--- src/rtl/core/prre_pkg.sv ---
// shared types and constants of the partitioned rice residual encoder
`default_nettype none
package prre_pkg;

    // header field layout
    localparam int PARAM_FIELD_BITS = 4;
    localparam int RAW_FIELD_BITS   = 5;
    localparam int ESCAPE_CODE      = 15;

    // fixed field widths
    localparam int RESIDUAL_W  = 32;
    localparam int PARAM_W     = 4;
    localparam int WIDTH_W     = 5;
    localparam int RUN_W       = 32;
    localparam int CODE_W      = 31;
    localparam int LEN_W       = 5;
    localparam int COUNT_W     = 16;
    localparam int PORDER_W    = 4;
    localparam int PRED_W      = 6;
    localparam int CFG_DATA_W  = 16;
    localparam int CFG_INDEX_W = 2;

    localparam int S_TDATA_W = 48;
    localparam int M_TDATA_W = 72;

    // queue between front and back
    localparam int QUEUE_DEPTH = 4;
    localparam int QPTR_W      = $clog2(QUEUE_DEPTH);
    localparam int QCNT_W      = $clog2(QUEUE_DEPTH + 1);

    localparam logic [4:0] ESCAPE_V = 5'(ESCAPE_CODE);
    localparam logic [CODE_W-1:0] PARAM_MASK = CODE_W'((1 << PARAM_FIELD_BITS) - 1);
    localparam logic [CODE_W-1:0] RAW_MASK   = CODE_W'((1 << RAW_FIELD_BITS) - 1);
    localparam logic [CODE_W-1:0] ESC_HDR    =
        CODE_W'((ESCAPE_CODE & ((1 << PARAM_FIELD_BITS) - 1)) << RAW_FIELD_BITS);
    localparam logic [LEN_W-1:0] HDR_LEN     = LEN_W'(PARAM_FIELD_BITS);
    localparam logic [LEN_W-1:0] ESC_HDR_LEN = LEN_W'(PARAM_FIELD_BITS + RAW_FIELD_BITS);
    localparam logic [COUNT_W-1:0] BLOCK_SIZE_RESET = 16'd4096;

    // configuration register indexes
    typedef enum logic [CFG_INDEX_W-1:0] {
        CFG_PARTITION_ORDER = 2'd0,
        CFG_PREDICTOR_ORDER = 2'd1,
        CFG_BLOCK_SIZE      = 2'd2
    } prre_cfg_idx_t;

    // one classified item: header count and header, then the sample chunk
    typedef struct packed {
        logic [1:0]        nhdr;
        logic [CODE_W-1:0] hdr_value;
        logic [LEN_W-1:0]  hdr_len;
        logic [RUN_W-1:0]  zero_run;
        logic [CODE_W-1:0] code_value;
        logic [LEN_W-1:0]  code_len;
        logic              eob;
    } prre_entry_t;

    // queue status toward the back end
    typedef struct packed {
        logic        empty;
        prre_entry_t head;
    } prre_qhead_t;

endpackage
`default_nettype wire

--- src/rtl/core/prre_front.sv ---
// front end: partition tracking, header decision and sample code forming
`default_nettype none
module prre_front
    import prre_pkg::*;
(
    input  wire logic                   aclk,
    input  wire logic                   aresetn,
    input  wire logic                   cfg_we,
    input  wire logic [CFG_INDEX_W-1:0] cfg_index,
    input  wire logic [CFG_DATA_W-1:0]  cfg_data,
    input  wire logic                   in_valid,
    input  wire logic [RESIDUAL_W-1:0]  in_residual,
    input  wire logic [PARAM_W-1:0]     in_param,
    input  wire logic [WIDTH_W-1:0]     in_width,
    input  wire logic                   q_full,
    output logic                        in_ready,
    output logic                        push,
    output prre_entry_t                 push_entry
);

    logic [PORDER_W-1:0] porder_reg;
    logic [PRED_W-1:0]   pred_reg;
    logic [COUNT_W-1:0]  bsize_reg;

    logic [COUNT_W-1:0] left_reg, left_next;
    logic [COUNT_W-1:0] idx_reg, idx_next;
    logic [PARAM_W-1:0] hparam_reg, hparam_next;
    logic [WIDTH_W-1:0] hwidth_reg, hwidth_next;

    logic               start;
    logic [COUNT_W-1:0] dflt;
    logic [COUNT_W-1:0] idx_eff;
    logic [COUNT_W-1:0] len0;
    logic               empty_first;
    logic [COUNT_W-1:0] idx_base;
    logic [COUNT_W-1:0] len_start;
    logic [COUNT_W-1:0] left_cur;
    logic [COUNT_W-1:0] left_dec;
    logic [COUNT_W:0]   idx_inc;
    logic               last_part;
    logic               eob;
    logic               esc_in;
    logic               esc_held;
    logic [31:0]        uval;
    logic [31:0]        kmask;
    logic [31:0]        wmask;

    assign in_ready = !q_full;
    assign push     = in_valid && in_ready;

    always_ff @(posedge aclk) begin
        if (!aresetn) begin
            porder_reg <= '0;
            pred_reg   <= '0;
            bsize_reg  <= BLOCK_SIZE_RESET;
        end else if (cfg_we) begin
            unique case (cfg_index)
                CFG_PARTITION_ORDER: porder_reg <= cfg_data[PORDER_W-1:0];
                CFG_PREDICTOR_ORDER: pred_reg   <= cfg_data[PRED_W-1:0];
                CFG_BLOCK_SIZE:      bsize_reg  <= cfg_data;
                default: ;
            endcase
        end
    end

    always_comb begin
        start   = (left_reg == '0);
        dflt    = bsize_reg >> porder_reg;
        // index past the partition count starts a new block
        idx_eff = ((idx_reg >> porder_reg) != '0) ? '0 : idx_reg;
        len0    = (dflt > {{(COUNT_W-PRED_W){1'b0}}, pred_reg}) ?
                  dflt - {{(COUNT_W-PRED_W){1'b0}}, pred_reg} : '0;
        if (idx_eff != '0) begin
            len0 = dflt;
        end
        // first partition eaten by warm-up: its header goes out with the next one
        empty_first = (idx_eff == '0) && (len0 == '0) && (porder_reg != '0) && (dflt != '0);
        len_start   = empty_first ? dflt : len0;
        if (len_start == '0) begin
            len_start = COUNT_W'(1);
        end

        idx_base    = start ? (empty_first ? COUNT_W'(1) : idx_eff) : idx_reg;
        left_cur    = start ? len_start : left_reg;
        hparam_next = start ? in_param : hparam_reg;
        hwidth_next = start ? in_width : hwidth_reg;

        left_dec  = left_cur - COUNT_W'(1);
        idx_inc   = {1'b0, idx_base} + (COUNT_W+1)'(1);
        last_part = (idx_inc >> porder_reg) != '0;
        eob       = (left_dec == '0) && last_part;
        left_next = left_dec;
        if (left_dec == '0) begin
            idx_next = last_part ? '0 : idx_inc[COUNT_W-1:0];
        end else begin
            idx_next = idx_base;
        end

        esc_in = {1'b0, in_param} >= ESCAPE_V;
        push_entry.nhdr = start ? (empty_first ? 2'd2 : 2'd1) : 2'd0;
        if (esc_in) begin
            push_entry.hdr_value = ESC_HDR | (CODE_W'(in_width) & RAW_MASK);
            push_entry.hdr_len   = ESC_HDR_LEN;
        end else begin
            push_entry.hdr_value = CODE_W'(in_param) & PARAM_MASK;
            push_entry.hdr_len   = HDR_LEN;
        end

        // zigzag map and rice split, or raw two's complement
        esc_held = {1'b0, hparam_next} >= ESCAPE_V;
        uval  = {in_residual[RESIDUAL_W-2:0], 1'b0} ^ {RESIDUAL_W{in_residual[RESIDUAL_W-1]}};
        kmask = (32'd1 << hparam_next) - 32'd1;
        wmask = (32'd1 << hwidth_next) - 32'd1;
        if (esc_held) begin
            push_entry.zero_run   = '0;
            push_entry.code_value = in_residual[CODE_W-1:0] & wmask[CODE_W-1:0];
            push_entry.code_len   = hwidth_next;
        end else begin
            push_entry.zero_run   = uval >> hparam_next;
            push_entry.code_value = CODE_W'((32'd1 << hparam_next) | (uval & kmask));
            push_entry.code_len   = LEN_W'(hparam_next) + LEN_W'(1);
        end
        push_entry.eob = eob;
    end

    always_ff @(posedge aclk) begin
        if (!aresetn) begin
            left_reg   <= '0;
            idx_reg    <= '0;
            hparam_reg <= '0;
            hwidth_reg <= '0;
        end else if (push) begin
            left_reg   <= left_next;
            idx_reg    <= idx_next;
            hparam_reg <= hparam_next;
            hwidth_reg <= hwidth_next;
        end
    end

endmodule
`default_nettype wire

--- src/rtl/core/prre_queue.sv ---
// short item queue between front and back end
`default_nettype none
module prre_queue
    import prre_pkg::*;
(
    input  wire logic        aclk,
    input  wire logic        aresetn,
    input  wire logic        push,
    input  wire prre_entry_t push_entry,
    input  wire logic        pop,
    output logic             full,
    output prre_qhead_t      qhead
);

    prre_entry_t        mem [QUEUE_DEPTH];
    logic [QPTR_W-1:0]  wr_ptr_reg, rd_ptr_reg;
    logic [QCNT_W-1:0]  count_reg, count_next;

    assign full        = (count_reg == QCNT_W'(QUEUE_DEPTH));
    assign qhead.empty = (count_reg == '0);
    assign qhead.head  = mem[rd_ptr_reg];

    always_comb begin
        count_next = count_reg;
        if (push && !pop) begin
            count_next = count_reg + QCNT_W'(1);
        end else if (pop && !push) begin
            count_next = count_reg - QCNT_W'(1);
        end
    end

    always_ff @(posedge aclk) begin
        if (push) begin
            mem[wr_ptr_reg] <= push_entry;
        end
    end

    always_ff @(posedge aclk) begin
        if (!aresetn) begin
            wr_ptr_reg <= '0;
            rd_ptr_reg <= '0;
            count_reg  <= '0;
        end else begin
            if (push) begin
                wr_ptr_reg <= wr_ptr_reg + QPTR_W'(1);
            end
            if (pop) begin
                rd_ptr_reg <= rd_ptr_reg + QPTR_W'(1);
            end
            count_reg <= count_next;
        end
    end

endmodule
`default_nettype wire

--- src/rtl/core/prre_back.sv ---
// back end: splits each item into header and sample chunks, output register
`default_nettype none
module prre_back
    import prre_pkg::*;
(
    input  wire logic                  aclk,
    input  wire logic                  aresetn,
    input  wire prre_qhead_t           qhead,
    output logic                       pop,
    output logic                       m_tvalid,
    input  wire logic                  m_tready,
    output logic [M_TDATA_W-1:0]       m_tdata,
    output logic                       m_tlast,
    output logic                       m_tuser
);

    logic [1:0]        hdr_cnt_reg, hdr_cnt_next;
    logic              valid_reg, valid_next;
    logic [RUN_W-1:0]  run_reg, run_next;
    logic [CODE_W-1:0] code_reg, code_next;
    logic [LEN_W-1:0]  len_reg, len_next;
    logic              last_reg, last_next;
    logic              eob_reg, eob_next;
    logic              load;
    logic              send_hdr;

    assign load     = !valid_reg || m_tready;
    assign send_hdr = hdr_cnt_reg < qhead.head.nhdr;
    assign pop      = load && !qhead.empty && !send_hdr;

    always_comb begin
        hdr_cnt_next = hdr_cnt_reg;
        valid_next   = valid_reg;
        run_next     = run_reg;
        code_next    = code_reg;
        len_next     = len_reg;
        last_next    = last_reg;
        eob_next     = eob_reg;
        if (load) begin
            valid_next = !qhead.empty;
            if (!qhead.empty) begin
                if (send_hdr) begin
                    hdr_cnt_next = hdr_cnt_reg + 2'd1;
                    run_next     = '0;
                    code_next    = qhead.head.hdr_value;
                    len_next     = qhead.head.hdr_len;
                    last_next    = 1'b0;
                    eob_next     = 1'b0;
                end else begin
                    hdr_cnt_next = '0;
                    run_next     = qhead.head.zero_run;
                    code_next    = qhead.head.code_value;
                    len_next     = qhead.head.code_len;
                    last_next    = 1'b1;
                    eob_next     = qhead.head.eob;
                end
            end
        end
    end

    always_ff @(posedge aclk) begin
        if (!aresetn) begin
            hdr_cnt_reg <= '0;
            valid_reg   <= 1'b0;
        end else begin
            hdr_cnt_reg <= hdr_cnt_next;
            valid_reg   <= valid_next;
        end
    end

    always_ff @(posedge aclk) begin
        run_reg  <= run_next;
        code_reg <= code_next;
        len_reg  <= len_next;
        last_reg <= last_next;
        eob_reg  <= eob_next;
    end

    assign m_tvalid = valid_reg;
    assign m_tdata  = {{(M_TDATA_W-RUN_W-CODE_W-LEN_W){1'b0}}, len_reg, code_reg, run_reg};
    assign m_tlast  = eob_reg;
    assign m_tuser  = last_reg;

endmodule
`default_nettype wire

--- src/rtl/core/partitioned_rice_residual_encoder_top.sv ---
// Partitioned Rice residual encoder: one signed residual in per beat, bit-stream
// chunks out. Each result beat asks the packer for zero_run zero bits followed by
// the code_len low bits of code_value, most significant first.
// Input beat s_tdata: residual[31:0], rice_param[35:32], raw_width[40:36].
// Result beat m_tdata: zero_run[31:0], code_value[62:32], code_len[67:63];
// m_tuser marks the last chunk of an input beat, m_tlast the end of a block.
// Configuration (partition order, predictor order, block size) is written through
// cfg_we/cfg_index/cfg_data while the block is idle.
// Timing: a residual enters every cycle while s_tready is high; the front end
// classifies it in that cycle and writes a four-entry queue; from it the back end
// loads the output register with one chunk per cycle unless m_tready stalls. A
// sample that opens a partition adds one header chunk (two when the first
// partition is empty), so such a beat yields two or three chunks; the output chunk
// rate of one per cycle is the limit, and the queue absorbs those extra chunks.
// When m_tready is low the output register holds; once the queue fills, s_tready
// drops. Reset empties the queue, drops m_tvalid, clears partition tracking and
// restores the block size to 4096.
`default_nettype none
module partitioned_rice_residual_encoder_top
    import prre_pkg::*;
(
    input  wire logic                   aclk,
    input  wire logic                   aresetn,
    input  wire logic                   cfg_we,
    input  wire logic [CFG_INDEX_W-1:0] cfg_index,
    input  wire logic [CFG_DATA_W-1:0]  cfg_data,
    input  wire logic                   s_tvalid,
    output logic                        s_tready,
    input  wire logic [S_TDATA_W-1:0]   s_tdata,   // residual, rice_param, raw_width
    output logic                        m_tvalid,
    input  wire logic                   m_tready,
    output logic [M_TDATA_W-1:0]        m_tdata,   // zero_run, code_value, code_len
    output logic                        m_tlast,
    output logic                        m_tuser    // last_of_item
);

    logic        q_full;
    logic        push;
    logic        pop;
    prre_entry_t push_entry;
    prre_qhead_t qhead;

    prre_front u_front (
        .aclk        (aclk),
        .aresetn     (aresetn),
        .cfg_we      (cfg_we),
        .cfg_index   (cfg_index),
        .cfg_data    (cfg_data),
        .in_valid    (s_tvalid),
        .in_residual (s_tdata[RESIDUAL_W-1:0]),
        .in_param    (s_tdata[RESIDUAL_W +: PARAM_W]),
        .in_width    (s_tdata[RESIDUAL_W+PARAM_W +: WIDTH_W]),
        .q_full      (q_full),
        .in_ready    (s_tready),
        .push        (push),
        .push_entry  (push_entry)
    );

    prre_queue u_queue (
        .aclk       (aclk),
        .aresetn    (aresetn),
        .push       (push),
        .push_entry (push_entry),
        .pop        (pop),
        .full       (q_full),
        .qhead      (qhead)
    );

    prre_back u_back (
        .aclk     (aclk),
        .aresetn  (aresetn),
        .qhead    (qhead),
        .pop      (pop),
        .m_tvalid (m_tvalid),
        .m_tready (m_tready),
        .m_tdata  (m_tdata),
        .m_tlast  (m_tlast),
        .m_tuser  (m_tuser)
    );

endmodule
`default_nettype wire

--- config.mk ---
export PLATFORM = sky130hd
export DESIGN_NAME = partitioned_rice_residual_encoder_top
export DESIGN_NICKNAME = d
export VERILOG_FILES = /design/src/rtl/core/prre_pkg.sv /design/src/rtl/core/prre_front.sv /design/src/rtl/core/prre_queue.sv /design/src/rtl/core/prre_back.sv /design/src/rtl/core/partitioned_rice_residual_encoder_top.sv
export SDC_FILE = /design/constraint.sdc
export NUM_CORES = 1
export LEC_CHECK = 0
export ABC_AREA = 1
export BUFFER_PORTS_ARGS = -buffer_cell sky130_fd_sc_hd__buf_2
export CORE_MARGIN = 2
export CORE_UTILIZATION = 55
export DETAILED_ROUTE_END_ITERATION = 16
export GPL_ROUTABILITY_DRIVEN = 0
export HOLD_SLACK_MARGIN = 0.06
export PLACE_DENSITY_LB_ADDON = 0.12
export SYNTH_ARGS = -nofsm -noshare
export SYNTH_HDL_FRONTEND = slang
export SYNTH_SLANG_ARGS = --single-unit
--- constraint.sdc ---
create_clock -name aclk -period 7.7 [get_ports aclk]
set_input_delay 0 -clock aclk [delete_from_list [all_inputs] [get_ports aclk]]
set_output_delay 0 -clock aclk [all_outputs]
set_load 0.005 [all_outputs]
# After elaboration in Yosys (flattened, before gate mapping)
# Memory sizes are Yosys's and may differ from the RTL's. A register that Yosys moved wholly into a read port is not among the register bits.
# Cells that the tools add are included.
# op_classes
reduce_logical	33
bitwise	5
add_sub_neg	11
n_eq_ne	3
n_mux	26
magnitude_cmp	4
n_shift	6
# op_table
op	n
two-way mux 16 bit	10
zero test 16 bit	5
two-way mux 68 bit	1
bitwise AND 31 bit	2
subtractor 31 x 1 -> 31 bit (second input constant)	2
nonzero test 16 bit	3
right shift 16 x 4 -> 16 bit	2
right shift 32 x 4 -> 32 bit	1
XOR 32 bit	1
two-way mux 31 bit	1
bitwise OR 31 bit	1
left shift 1 x 4 -> 31 bit (first input constant)	1
left shift 1 x 5 -> 31 bit (first input constant)	1
adder 16 x 1 -> 17 bit (second input constant)	1
nonzero test 17 bit	1
right shift 17 x 4 -> 17 bit	1
> comparator 16 x 6 -> 1 bit	1
subtractor 16 x 1 -> 16 bit (second input constant)	1
subtractor 16 x 6 -> 16 bit	1
two-way mux 14 bit	1
two-way mux 2 bit	5
two-way mux 5 bit	2
logical AND 1 bit	9
greater-or-equal comparator 4 bit (second input constant)	2
19 further kinds	32
# totals
register_bits	147
in_bits	71
mem_count	1
ramBits	340
output_inout_bits	76
wordCells	106
# mem_list
memory	words	width	read_ports	rd_clocked_by_memory_dff	write_ports	line_no	rtl
u_queue.mem	4	85	1	1	1	prre_queue.sv:15	prre_entry_t mem [QUEUE_DEPTH];

# Longest topological paths before layout
# Gate-level depths: netlist (run 1).
# depth
depth_word	16
ltp_mapped	51
ltp_nobuf	47

# Modules after synthesis
# A second synthesis (run 1) with hierarchy kept.
# hier_totals
cells_unflattened	3286
area_unflattened_um2	29590.9
# modules_own_cells
mod	area_each_um2	seq_area_each_um2	n_inst	cells_per_inst
prre_queue	16294.4	13032.5	1	1093
prre_front	10164.7	1341.3	1	1904
prre_back	3131.8	2162.1	1	289

# Least setup slack after synthesis (run 1)
# Ideal clock, no wire load.
# synth_timing
kind	register to register
start	reg u_queue.count_reg[0]
end	reg u_queue.count_reg[1]
period_less_slack_ps	6091
path_slack_ps	1609
setup_ps	120
path_stages_with_launch	11
t_required_ps	7580
arrival_time_ps	5971
cell_sequence	dfxtp_1 inv_1 a31oi_1 inv_1 nor2_1 inv_1 ha_1 inv_1 fa_1 o21ai_0 a21oi_1
# synth_via
elab_chain_len	7
elab_cells_between_ends	16
classes_between	add/sub (2); eq/ne (1); mux (2); reduce/logical (11)
# synth_rtl
element	line_no	rtl
start: declaration	prre_queue.sv:17	logic [QCNT_W-1:0] count_reg, count_next;
start signal: assignment	prre_queue.sv:50	count_reg <= count_next;
branches (longest 6 deep; another with subtractor 3 x 1 -> 3 bit)	n/a	
two-way mux 3 bit (*)	prre_queue.sv:25	if (push && !pop) begin
via u_queue.count_next[1]	prre_queue.sv:17	
# Mark *: on every way through the listed nets, which the timed path passes. The select of a mux whose other input is x is not followed.
# A chain may end at the register's enable or synchronous reset.

==> results of run 1 <==
==> routing by layer <==
layer	vias up	share of wire, %
met5	-	0
met4	0	2.7
met3	114	8.1
met2	879	46
met1	10000	43
li1	10200	-
==> what timing repair did <==
| action | 4_1_cts | 5_1_grt |
|---|---|---|
| gates resized for setup | 0 | 9 |
| hold buffers | 66 | 0 |
| hold endpoints to repair | 138 | 0 |
| endpoints found under the setup margin | 0 | 19 |
==> worst min-delay path: cells and delay by family <==
family,cells,cell delay [ps]
buffers and inverters,1,140
AOI/OAI and AO/OA,2,330
==> worst min path at each step <==
stage / from / to
floorplan: cfg_data[12] / u_front.bsize_reg[12]
global placement: cfg_data[12] / u_front.bsize_reg[12]
detailed placement: cfg_data[12] / u_front.bsize_reg[12]
CTS: s_tdata[23] / u_queue.mem[1][29]
global route: s_tdata[4] / u_queue.mem[2][10]
finish: s_tdata[3] / u_queue.mem[3][9]
==> where the power goes <==
part	internal, mW	switching, mW	leakage (nW)
clock	1.37	0.937	0.752
combinational	1.08	2.78	6.51
sequential	3.64	0.187	4.25
total	6.09	3.91	11.5
==> cells in the final DEF, fill, tap and decap left out, types with 5 or more instances in the layout <==
master         netlist  layout
o22ai_1             14      14
a21oi_1            162     160
nor3_1              24      24
buf_2               13     135
nand3_1            176     176
or2_2                8       8
nor2_1             518     514
nand2_1            519     518
mux2i_1             13      13
buf_4               13      32
nand4_1             44      44
o21ai_1             13      12
xnor2_1             34      34
nor2_4               7      11
inv_1              261     259
clkbuf_1           105      16
nand3_2             14      14
ha_1                24      24
nor2_2              13      13
o21bai_1            13      13
nor4_1              11      11
xor2_1              12      12
nand2_2             11      12
a221o_1              6       6
o21ai_0            361     358
clkinv_1             5      13
clkbuf_16            0      49
o211ai_1             5       5
inv_2               11      12
edfxtp_1           382     382
bufinv_16            0       6
dlygate4sd3_1        0      66
dfxtp_1             79      74
a31oi_1             15      14
==> through the flow <==
step | power, mW | hold WS (ps)
finish | 9.99 | 92.8
global route | 10.6 | 71.1
CTS | 9.97 | 62.0
detailed placement | 7.63 | 222
global placement | 7.56 | 201
floorplan | 6.44 | 113
==> cell type report <==
type / count / share of cell area (%)
clock inverters: 22 / 0.971
repair buffers: 233 / 5.64
clock buffers: 65 / 4.60
multi-input cells: 2055 / 35.7
inverters: 278 / 3.76
well taps: 592 / 2.65
flip-flops and latches: 461 / 46.7
==> kinds of logic (layout without fill, tap and decap cells) <==
| family | after synthesis | in the layout | share of synthesized area [%] |
|---|---|---|---|
| muxes | 13 | 13 | 0.527 |
| other | 1 | 4 | 0.0152 |
| xor gates and xnor gates | 46 | 46 | 1.63 |
| buffers and inverters | 431 | 598 | 7.04 |
| and+or+nand+nor | 1359 | 1359 | 23.5 |
| DFF | 461 | 461 | 52.9 |
| adders and majority gates | 26 | 26 | 1.38 |
| AOI/OAI and AO/OA | 607 | 607 | 13.0 |
==> results.md, run 1 <==
- Yosys top cell by area: edfxtp_1
- Power per cell area: between 300 and 400 nW/um2
- # port buffers: 135
- Worst setup startpoint: u_front.porder_reg[0]
- Count of flip-flops with a built-in enable after synthesis: around 380
- Worst setup SP type: register
- Flops & latches, synth: 461
- Die width: 216 um
- # setup viols final: 0
- Met1 usage: about two fifths
- CTS buffer count: 47
- Synth Instances: between 2000 and 3000
- Final Cell Area: 28000 um2
- Initial Util: 55.8%
- Clock Latency Late Sink: 590 ps
- Hold/Removal Path Class: primary input to register
- Critical Path End: u_queue.mem[0][0]
- Critical path type: register to register
- Grt ovf: 0
- Pre-CTS setup slack: 391 ps
- FMAX: 145 MHz
- Final-report max-slew violation count: 0
- Outcome: finished clean
- Final Hold Vio Count: 0
- Endpoint class of the critical path: register
- RSZ-0062 raised after global routing: no
- Core Region: 44200 um2
- Synthesized cell area: 24700 um2
- First-pass GRT wire length: 105000 um
- Crit path max fanout: 22
- CP Depth: 44
- Slowest-stage cell, CP: dfxtp_2
- Layout cells sized above 1: 10.4%
- Register area share after synthesis: between 50% and 60%
- H-tree Lvls: 2
- Gr busiest metal: met2
- Area share of the largest cell type after synthesis: 46.5%
- Residual DRC: 0
- Util after Layout: between 60% and 70%
- R2R Setup Slk: 790 ps
- Crit Reg-Reg Startpoint: u_front.porder_reg[0]
- Leak: 11.5 nW
- Ys async rst share: 0%
- Max stage delay on crit path: around 510 ps
- Largest net degree at the start of global routing: 107
- Primary FF master, synth: edfxtp_1
- Top post-synthesis cells by area: edfxtp_1 (46%), nand2_1 (7.9%), nor2_1 (7.9%)
- Clk buf depth: 3
- Setup TNS: 0 ps
- Min-Delay Path Depth: 3
- Post-CTS setup buffer count: 0
- CTS tree: done
- Fill cells: 3686
- Reg area: 13100 um2
- Post-placement cell count: approximately 3600
- Io pins: around 150
- ANT cells: 0
- Chip Height: 216 um
- Synth Warn #: 0
- Initial antenna violation count: 0
- Placed cell area: 25700 um2
- Critical path's most frequent cell: nand2_1
- Vias per std cell: 5.71
- Reg-to-Reg End: u_queue.mem[0][0]
- Clock root buffer: clkbuf_16
- Clock Pin Slew Worst Setup and Hold Paths: 60 ps
- Total routed wirelength: 66300 um
- Area growth from synthesis to layout: 13.3%
- DP HPWL: 44100 um
- Post-Layout Cell Count: approximately 3700
- Period utilization: ~90%
- DRT iter0 DRCs: 2231
- Syn Area/Cell: 8.39 um2
- Clock Sinks: 461
- Top delay family on crit path: simple AND/OR/NAND/NOR gates
- Multi-input gate area: 9990 um2
- GRT met3 Usage: 3.71%
- R2R cell count: 44
- Max_cap viols: 0
- VDD IR max: between 0.3 and 0.4 mV
- Crit path required time: around 8200 ps
- WP buf/inv: 10
- Worst slew pin tran: roughly 1100 ps
- Fin crit period: 6910 ps
- Top cells by count, synth: nand2_1 (519), nor2_1 (518), edfxtp_1 (382), o21ai_0 (361), inv_1 (261)
- DIE AREA: 46600 um2
- Num rows: just under 80
- GRT Total Usage: 28.3%
- Synth cell types: 55
- Arrival time worst endpoint: 7360 ps
- Max FFs per register: 312
- Layout net count: 3173
- Slew margin rel.: roughly a quarter
- Pre-Repair DR Iteration Count: 8
- Most frequent cell after synthesis: nand2_1
- Number of global-route vias before repair: 19700
- Via count: 21200
- Wire length per cell: between 15 and 20 um
- Antenna Nets Post-Route: 0
- Met2 Track Usage GR: 45.8%
- Clk_skew: 12.0 ps
- Worst setup margin: 786 ps
No activity file was read; power rests on OpenSTA's default activity.
==> run 2, diff against run 1 <==
Settings changed: PLACE_DENSITY_LB_ADDON 0.12 to 0.3.
==> run 2 against run 1 <==
  * Count of clock-buffer cells in the layout decreased by 12
  * Die area unchanged
  * Clock skew increased by 17 ps
  * Sequential power about the same
  * Combinational power about the same
  * Register-to-register slack about the same
  * Final area increased by 0.10%
  * Sequential cell count unchanged
  * Routed wire length decreased by 1.4%
  * Worst setup slack improved by 13 ps
==> results.md, run 2 (synthesis gave the netlist of run 1 again) <==
- Outcome: finished clean
- DRT iter0 DRCs: ~2500
- Area growth from synthesis to layout: 13.4%
- Crit path required time: 8210 ps
- Final Hold Vio Count: 0
- Max_cap viols: 0
- H-tree Lvls: 2
- Total routed wirelength: 65400 um
- Arrival time worst endpoint: 7410 ps
- Layout net count: 3169
- Commonest cells after routing, fill and taps aside: nand2_1 (518), nor2_1 (514), edfxtp_1 (382)
- Clock root buffer: clkbuf_16
- Period utilization: 89.6%
- Grt ovf: 0
- Clk_skew: a little under 30 ps
- Switching Share: between 30 and 40%
- Commonest non-fill, non-tap cell in the layout: nand2_1
- GRT Total Usage: 27.7%
- Pre-Repair DR Iteration Count: 6
- Chip Height: 216 um
- Core Region: approximately 44000 um2
- Hold Slack: ~90 ps
- Clock Sinks: 461
- Initial Util: 55.8%
- Final Cell Area: 28000 um2
- RSZ-0062 raised after global routing: no
- Antenna Nets Post-Route: 0
- Power per cell area: 359 nW/um2
- Crit path max fanout: 16
- Endpoint class of the critical path: register
- FMAX: 145 MHz
- Critical path's most frequent cell: nand2_1
- Psw: 3.91 mW
- Residual DRC: 0
- Largest net degree at the start of global routing: approximately 100
- Max stage delay on crit path: ~400 ps
- Clk buf depth: 3
- VDD IR max: roughly 0.29 mV
- Worst setup SP type: register
- Comb power frac: 38.3%
- Sequential power share: 38.1%
- Hold/Removal Path Class: primary input to register
- Clk pwr share: 23.7%
- Slowest-stage cell, CP: dfxtp_2
- Leak: 11.5 nW
- CTS buffer count: between 40 and 50
- Via count: 21200
- Die width: between 200 and 250 um
- First-pass GRT wire length: around 100000 um
- # port buffers: between 100 and 150
- Worst slew pin tran: 1150 ps
- Clock Pin Slew Worst Setup and Hold Paths: roughly 60 ps
- Fill cells: 3581
- Initial antenna violation count: 1
- DP HPWL: 42800 um
- Placed cell area: 25700 um2
- Final-report max-slew violation count: 0
- Clock Latency Late Sink: 590 ps
- Layout cells sized above 1: 10.6%
- Max FFs per register: roughly 310
- # setup viols final: 0
- Vias per std cell: 5.73
- DIE AREA: approximately 47000 um2
- Fin crit period: 6900 ps
- CTS tree: done
- Number of global-route vias before repair: 19900
- Critical path type: register to register
- Num rows: 77
- Int Pwr: 6.15 mW
- Post-CTS setup buffer count: 0
- Wire length per cell: approximately 18 um
- Io pins: ~150
- Setup TNS: 0 ps
- Slew margin rel.: 22.8%
[run 2: layer usage]
metal  global-route usage (%)  vias up  share of wire (%)
met1                     37.7     9992                 42
li1                         -    10200                  -
met3                     3.83      135                8.2
met4                     9.75        0                3.1
met2                     45.9      894                 47
met5                        0        -                  0
[run 2: final timing paths]
kind | startpoint | endpoint | slack [ps] | depth (start not counted)
hold / removal | s_tdata[18] | u_queue.mem[1][24] | 90 | 3
hold reg to reg | u_front.pred_reg[2] | u_front.pred_reg[2] | 470 | 2
setup / recovery | u_front.porder_reg[2] | u_front.idx_reg[0] | 800 | 45
setup reg to reg | u_front.porder_reg[2] | u_front.idx_reg[0] | 800 | 45
[run 2: worst max-delay path: cells and delay by family, from the launching register on]
family	cells	cell delay (ps)
flops	1	400
simple gates	29	3390
xor+xnor	1	220
compound gates	6	1070
fa+ha+maj	2	580
buf+inv	7	1160
[run 2: final cells by class]
cell class              instances  area (um2)  share of cell area [%]
clock inverters                32         407                    1.45
inverters                     278        1050                    3.74
repair buffers                230        1550                    5.55
well taps                     592         741                    2.65
multi-input cells            2055        9980                    35.7
diodes                          1        2.50                 0.00894
flip-flops and latches        461       13100                    46.6
clock buffers                  53        1210                    4.32
[run 2: power groups by stage]
stage / registers, mW / logic [mW] / clock network, mW
2_1_floorplan: 3.86 / 2.57 / 0
3_3_place_gp: 3.86 / 3.63 / 0
3_5_place_dp: 3.88 / 3.74 / 0
4_1_cts: 3.83 / 3.79 / 2.41
5_1_grt: 3.87 / 4.29 / 2.51
6_report: 3.83 / 3.85 / 2.38
[run 2: what timing repair did]
| action | CTS | global route |
|---|---|---|
| hold buffers | 66 | 0 |
| endpoints found under the setup margin | 0 | 20 |
| hold endpoints to repair | 146 | 0 |
| resized for setup | 0 | 5 |
[run 2: per-stage QoR]
stage | cells | total power [mW] | util, % | setup slack, ps
global placement | 3550 | 7.49 | 58.1 | 787
finish | 3702 | 10.1 | 63.3 | 799
floorplan | 2947 | 6.44 | - | 1610
global route | 3702 | 10.7 | 63.3 | 70.3
CTS | 3701 | 10.0 | 63.3 | 400
detailed placement | 3550 | 7.62 | 58.1 | 457
